File: config.mk
export PLATFORM = sky130hd
export DESIGN_NAME = bba_word_scan
export DESIGN_NICKNAME = d
export VERILOG_FILES = /design/src/rtl/bba_pkg.sv /design/src/rtl/bba_word_scan.sv
export SDC_FILE = /design/constraint.sdc
export NUM_CORES = 1
export LEC_CHECK = 0
export BUFFER_PORTS_ARGS = -buffer_cell sky130_fd_sc_hd__buf_4
export CAP_MARGIN = 20
export CELL_PAD_IN_SITES_DETAIL_PLACEMENT = 1
export CELL_PAD_IN_SITES_GLOBAL_PLACEMENT = 2
export CORE_ASPECT_RATIO = 1.2
export CORE_MARGIN = 5
export CORE_UTILIZATION = 32
export DETAILED_ROUTE_END_ITERATION = 7
export PLACE_DENSITY_LB_ADDON = 0.2
export SLEW_MARGIN = 20
export SYNTH_ARGS = -nofsm -noshare
export SYNTH_HDL_FRONTEND = slang
export SYNTH_SLANG_ARGS = --single-unit
File: constraint.sdc
create_clock -name vclk -period 7.95
set_input_delay 0.795 -clock vclk [all_inputs]
set_output_delay 0.795 -clock vclk [all_outputs]
set_load 0.05 [all_outputs]
File: src/rtl/bba_pkg.sv
package bba_pkg;

    localparam int WORD_W   = 32;
    localparam int KIND_W   = 3;
    localparam int STATUS_W = 3;
    localparam int ADDR_W   = 32;
    localparam int KIB_W    = 18;
    localparam int BYTES_W  = 28;
    localparam int BIT_W    = 5;   // bit position inside a map word
    localparam int ONES_W   = 6;   // 0..32 set bits in a map word

    localparam logic [KIB_W-1:0] KIB_RESET = 18'd131072;

    // request kinds
    localparam logic [KIND_W-1:0] KIND_ALLOC_FIRST = 3'd0;
    localparam logic [KIND_W-1:0] KIND_ALLOC_AT    = 3'd1;
    localparam logic [KIND_W-1:0] KIND_FREE        = 3'd2;
    localparam logic [KIND_W-1:0] KIND_QUERY       = 3'd3;
    localparam logic [KIND_W-1:0] KIND_STATS       = 3'd4;

    // status codes
    localparam logic [STATUS_W-1:0] STATUS_OK          = 3'd0;
    localparam logic [STATUS_W-1:0] STATUS_NONE        = 3'd1;
    localparam logic [STATUS_W-1:0] STATUS_UNALIGNED   = 3'd2;
    localparam logic [STATUS_W-1:0] STATUS_RANGE       = 3'd3;
    localparam logic [STATUS_W-1:0] STATUS_DOUBLE_FREE = 3'd4;

    // per-word scan result
    typedef struct packed {
        logic              found;
        logic [BIT_W-1:0]  first;
        logic [ONES_W-1:0] ones;
    } scan_t;

endpackage

File: src/rtl/bba_word_scan.sv
// One map word: lowest free bit and used-bit count, limited to the
// bits that lie inside installed memory.
module bba_word_scan (
    input  logic [bba_pkg::WORD_W-1:0] word,
    input  logic [bba_pkg::ONES_W-1:0] nvalid,
    output bba_pkg::scan_t             scan
);

    logic [bba_pkg::WORD_W-1:0] low_mask;
    logic [bba_pkg::WORD_W-1:0] free_bits;
    logic [bba_pkg::WORD_W-1:0] used_bits;

    always_comb
    begin
        for (int i = 0; i < bba_pkg::WORD_W; i++)
        begin
            low_mask[i] = (bba_pkg::ONES_W'(i) < nvalid);
        end
        free_bits = ~word & low_mask;
        used_bits = word & low_mask;
    end

    // priority encode, lowest bit wins
    always_comb
    begin
        scan.found = |free_bits;
        scan.first = '0;
        for (int i = bba_pkg::WORD_W - 1; i >= 0; i--)
        begin
            if (free_bits[i])
            begin
                scan.first = bba_pkg::BIT_W'(i);
            end
        end
    end

    // popcount by nibbles
    always_comb
    begin
        logic [3:0] nib;
        scan.ones = '0;
        for (int n = 0; n < bba_pkg::WORD_W / 4; n++)
        begin
            nib = used_bits[4*n +: 4];
            scan.ones = scan.ones + bba_pkg::ONES_W'(nib[0]) + bba_pkg::ONES_W'(nib[1])
                      + bba_pkg::ONES_W'(nib[2]) + bba_pkg::ONES_W'(nib[3]);
        end
    end

endmodule
After elaboration in Yosys (flattened, before gate mapping)
Index checks and enable logic that the tools add are counted.

word-level totals
  input bits = 38
  logic and storage cells = 99
  bits in latches = 0
  output and inout bits = 12
  memories kept = 0
  memory bits (writable) = 0
  ROM bits = 0
  flip-flop bits (word level) = 0

operators by class
  multipliers = 0
  magnitude comparators = 32
  reductions and logical operators = 1
  shifts and indexed selects = 0
  bitwise gates (word level) = 3
  add/sub/neg operators = 31
  divide/modulo/power cells = 0
  muxes and demuxes = 32
  eq/ne operators = 0

operators with widths
  operator                                           count
  two-way mux 5 bit                                  32
  adder 6 x 1 -> 6 bit                               26
  < comparator 5 x 6 -> 1 bit, first input constant  16
  bitwise AND 32 bit                                 2
  < comparator 4 x 6 -> 1 bit, first input constant  8
  inverter 32 bit                                    1
  OR reduction 32 bit                                1
  < comparator 3 x 6 -> 1 bit, first input constant  4
  < comparator 1 x 6 -> 1 bit, first input constant  2
  < comparator 2 x 6 -> 1 bit, first input constant  2
  adder 5 x 1 -> 6 bit                               1
  adder 4 x 1 -> 5 bit                               1
  adder 3 x 1 -> 4 bit                               1
  adder 2 x 1 -> 3 bit                               1
  adder 1 x 1 -> 2 bit                               1

Logic depth before layout (Yosys ltp)
  word-level depth = 34
  mapped depth = 23
  gate-level depth less buffers = 21

Least setup slack after synthesis
OpenSTA, ideal clock, no wires.

  kind = in2out
  start point = input nvalid[3] (netlist name)
  end point = output scan[4] (netlist name)
  stages on the path = 19
  data arrival time = 6.321 ns
  setup slack = 0.834 ns
  buffers on the path = 2
  data required time = 7.155 ns
  path through = buf_4 buf_6 nor3_4 a21boi_0 fa_1 fa_1 fa_1 fa_1 fa_1 inv_1 fa_1 inv_1 ha_1 inv_1 fa_1 inv_1 a21o_1 a21oi_1 xnor2_1

RTL lines
  what         line                text
  from (decl)  bba_word_scan.sv:5  input logic [bba_pkg::ONES_W-1:0] nvalid,
  to (decl)    bba_word_scan.sv:6  output bba_pkg::scan_t scan

==> results.toml <==
[run_status]
status = "complete, no violations"

[floorplanning]
io_pins = 50
initial_core_util_pct = 33.0
die_h_um = 96.9
design.core.area_sq_um = 6090
die_w_um = 82.4
dieArea_sq_um = 7980
row_count = 31

[critical_path]
crit_end = "scan[4]"
critPathTopFamily = "adder cells"
critical_path.startpoint = "nvalid[5]"
path_common_cell = "fa_1"
path_cells = "buf_4 -> or2_1 -> nor3_1 -> nor2b_1 -> fa_1 -> fa_1 -> fa_1 -> fa_1 -> fa_1 -> inv_1 -> fa_1 -> inv_1 -> ha_1 -> inv_1 -> fa_1 -> inv_1 -> a21o_1 -> a21oi_1 -> xnor2_1 -> buf_4"
crit_path_end_kind = "primary output"
max_stage_delay_ps = 550
worstPathArrival_ps = 6300
cp-start-kind = "primary input"
critPathMaxFanout = 22
slowest_stage = "fa_1"
required_ps = 7150
crit_cells = 20
crit_type = "in2out"
crit_buf_inv = 6

[synth]
yosys_warnings = 0
synth_fp_nets = 341
syn-cell-area_sq_um = 2010
synth_top_cell_by_area = "fa_1"
synth.distinct_cells = 55
synth_top_area_share_pct = 23.9
avgSynthCellArea_sq_um = 7.40
synth.area.top_cells = "fa_1 24%, inv_1 6.7%, a21oi_1 6.0%, nand2_1 4.7%, ha_1 4.4%"
ys_seq_area_share_pct = 0
synthCells = 272

[sta]
period_share_pct = 89.2
slew_headroom_pct = 62.7
tns_ps = 0
max_freq_ghz = 0.141
worst_pin_slew_ps = 560
drv_slew = 0
min_period_ps = 7090
rsz0062_at_grt = "false"
finalSetupViolCount = 0
finalHoldViolCount = 0

[final_layout]
n_antenna_cell = 0
area_delta_synth_final_pct = 18.6
regArea_sq_um = 0
flops_and_latches = 0
fin_nets = 380
final_cell_mix = "50 x buf_4, 36 x inv_1, 25 x nand2_1"
clkbuf_count = 0
layout_commonest_cell = "buf_4"
final_area_sq_um = 2390
drive_above_1_share_pct = 20.1

[route]
drtIter0Drc = 66
viasPerCell = 5.38
avgRoutedWirePerCell_um = 17.7
routed_wl_mm = 6.92
drtAntennaViolNets = 0
drt-pass1-iter-count = 4
dr_total_vias = 2104
route.detailed.drc = 0

[clocking]
ctsHoldBuffers = 0
cts_resized = 0
postCtsSetupBuffers = 0

[placed_design]
post-dp-hpwl_mm = 6.00
place_area_sq_um = 2390
port_buffers = 50
gp_congestion = 0.880

[global_route]
grt-ovfl-total = 0
grt_max_degree = 24
grt_use_total_pct = 17.9
grt_pass1_vias = 2202
grt_pass1_wl_mm = 11.4
antenna_found_initial = 0

[job]
drv_cap = 0

[hold_path]
min_path_type = "in2out"
[metal layers]
layer  vias up  part of all wire, %  GRT usage [%]  routed length [um]
li1       1033                    -              -                   -
met3         2                  3.7          0.836                 255
met2        48                   51           30.3                3490
met1      1021                   46           26.2                3150
met5         -                    0              0                   0
met4         0                 0.25          0.512                  17
[logic make-up after synthesis]
kind of cell,synth area share [%]
fa+ha+maj,28.7
compound gates,32.4
xor+xnor,1.31
simple gates,25.7
buf+inv,11.9
[synth_stat cells (3+ instances only)]
master / n
nor3_1: 3
xnor2_1: 3
ha_1: 7
a31oi_1: 5
or2_1: 3
and2_1: 5
o21ai_0: 16
buf_4: 6
nor3b_1: 3
fa_1: 24
nand2b_1: 8
o211ai_1: 4
nand2_1: 25
o21ai_1: 7
nor2_1: 12
nand3_1: 4
inv_1: 36
buf_6: 4
a21o_1: 3
nor2b_1: 9
a21boi_0: 8
a211oi_1: 4
or3_1: 3
a22oi_1: 4
a21oi_1: 24
nor4_1: 3
[worst min path at each step]
stage	start	to	slack, ps	depth (start not counted)
after floorplan	word[0]	scan[6]	1950	2
after global placement	word[0]	scan[6]	2070	4
after detailed placement	word[0]	scan[6]	2060	4
after CTS	word[0]	scan[6]	2070	4
after global routing	word[0]	scan[6]	2090	4
final	word[0]	scan[6]	2070	4
[stage by stage]
stage,std cells,setup slack (ps),util [%],hold slack (ps)
global route,391,513,39.2,2090
finish,391,858,39.2,2070
floorplan,272,834,-,1950
global placement,391,854,39.2,2070
detailed placement,391,800,39.2,2060
CTS,391,787,39.2,2070
[cell type report]
type / instances / area, sq um
well taps: 82 / 103
multi-input cells: 223 / 1770
inverters: 36 / 135
repair buffers: 50 / 375
fillers: 796 / 3700
Power is not shown: default switching activity piles up to over one toggle a cycle in this logic, so the estimate is an artifact.
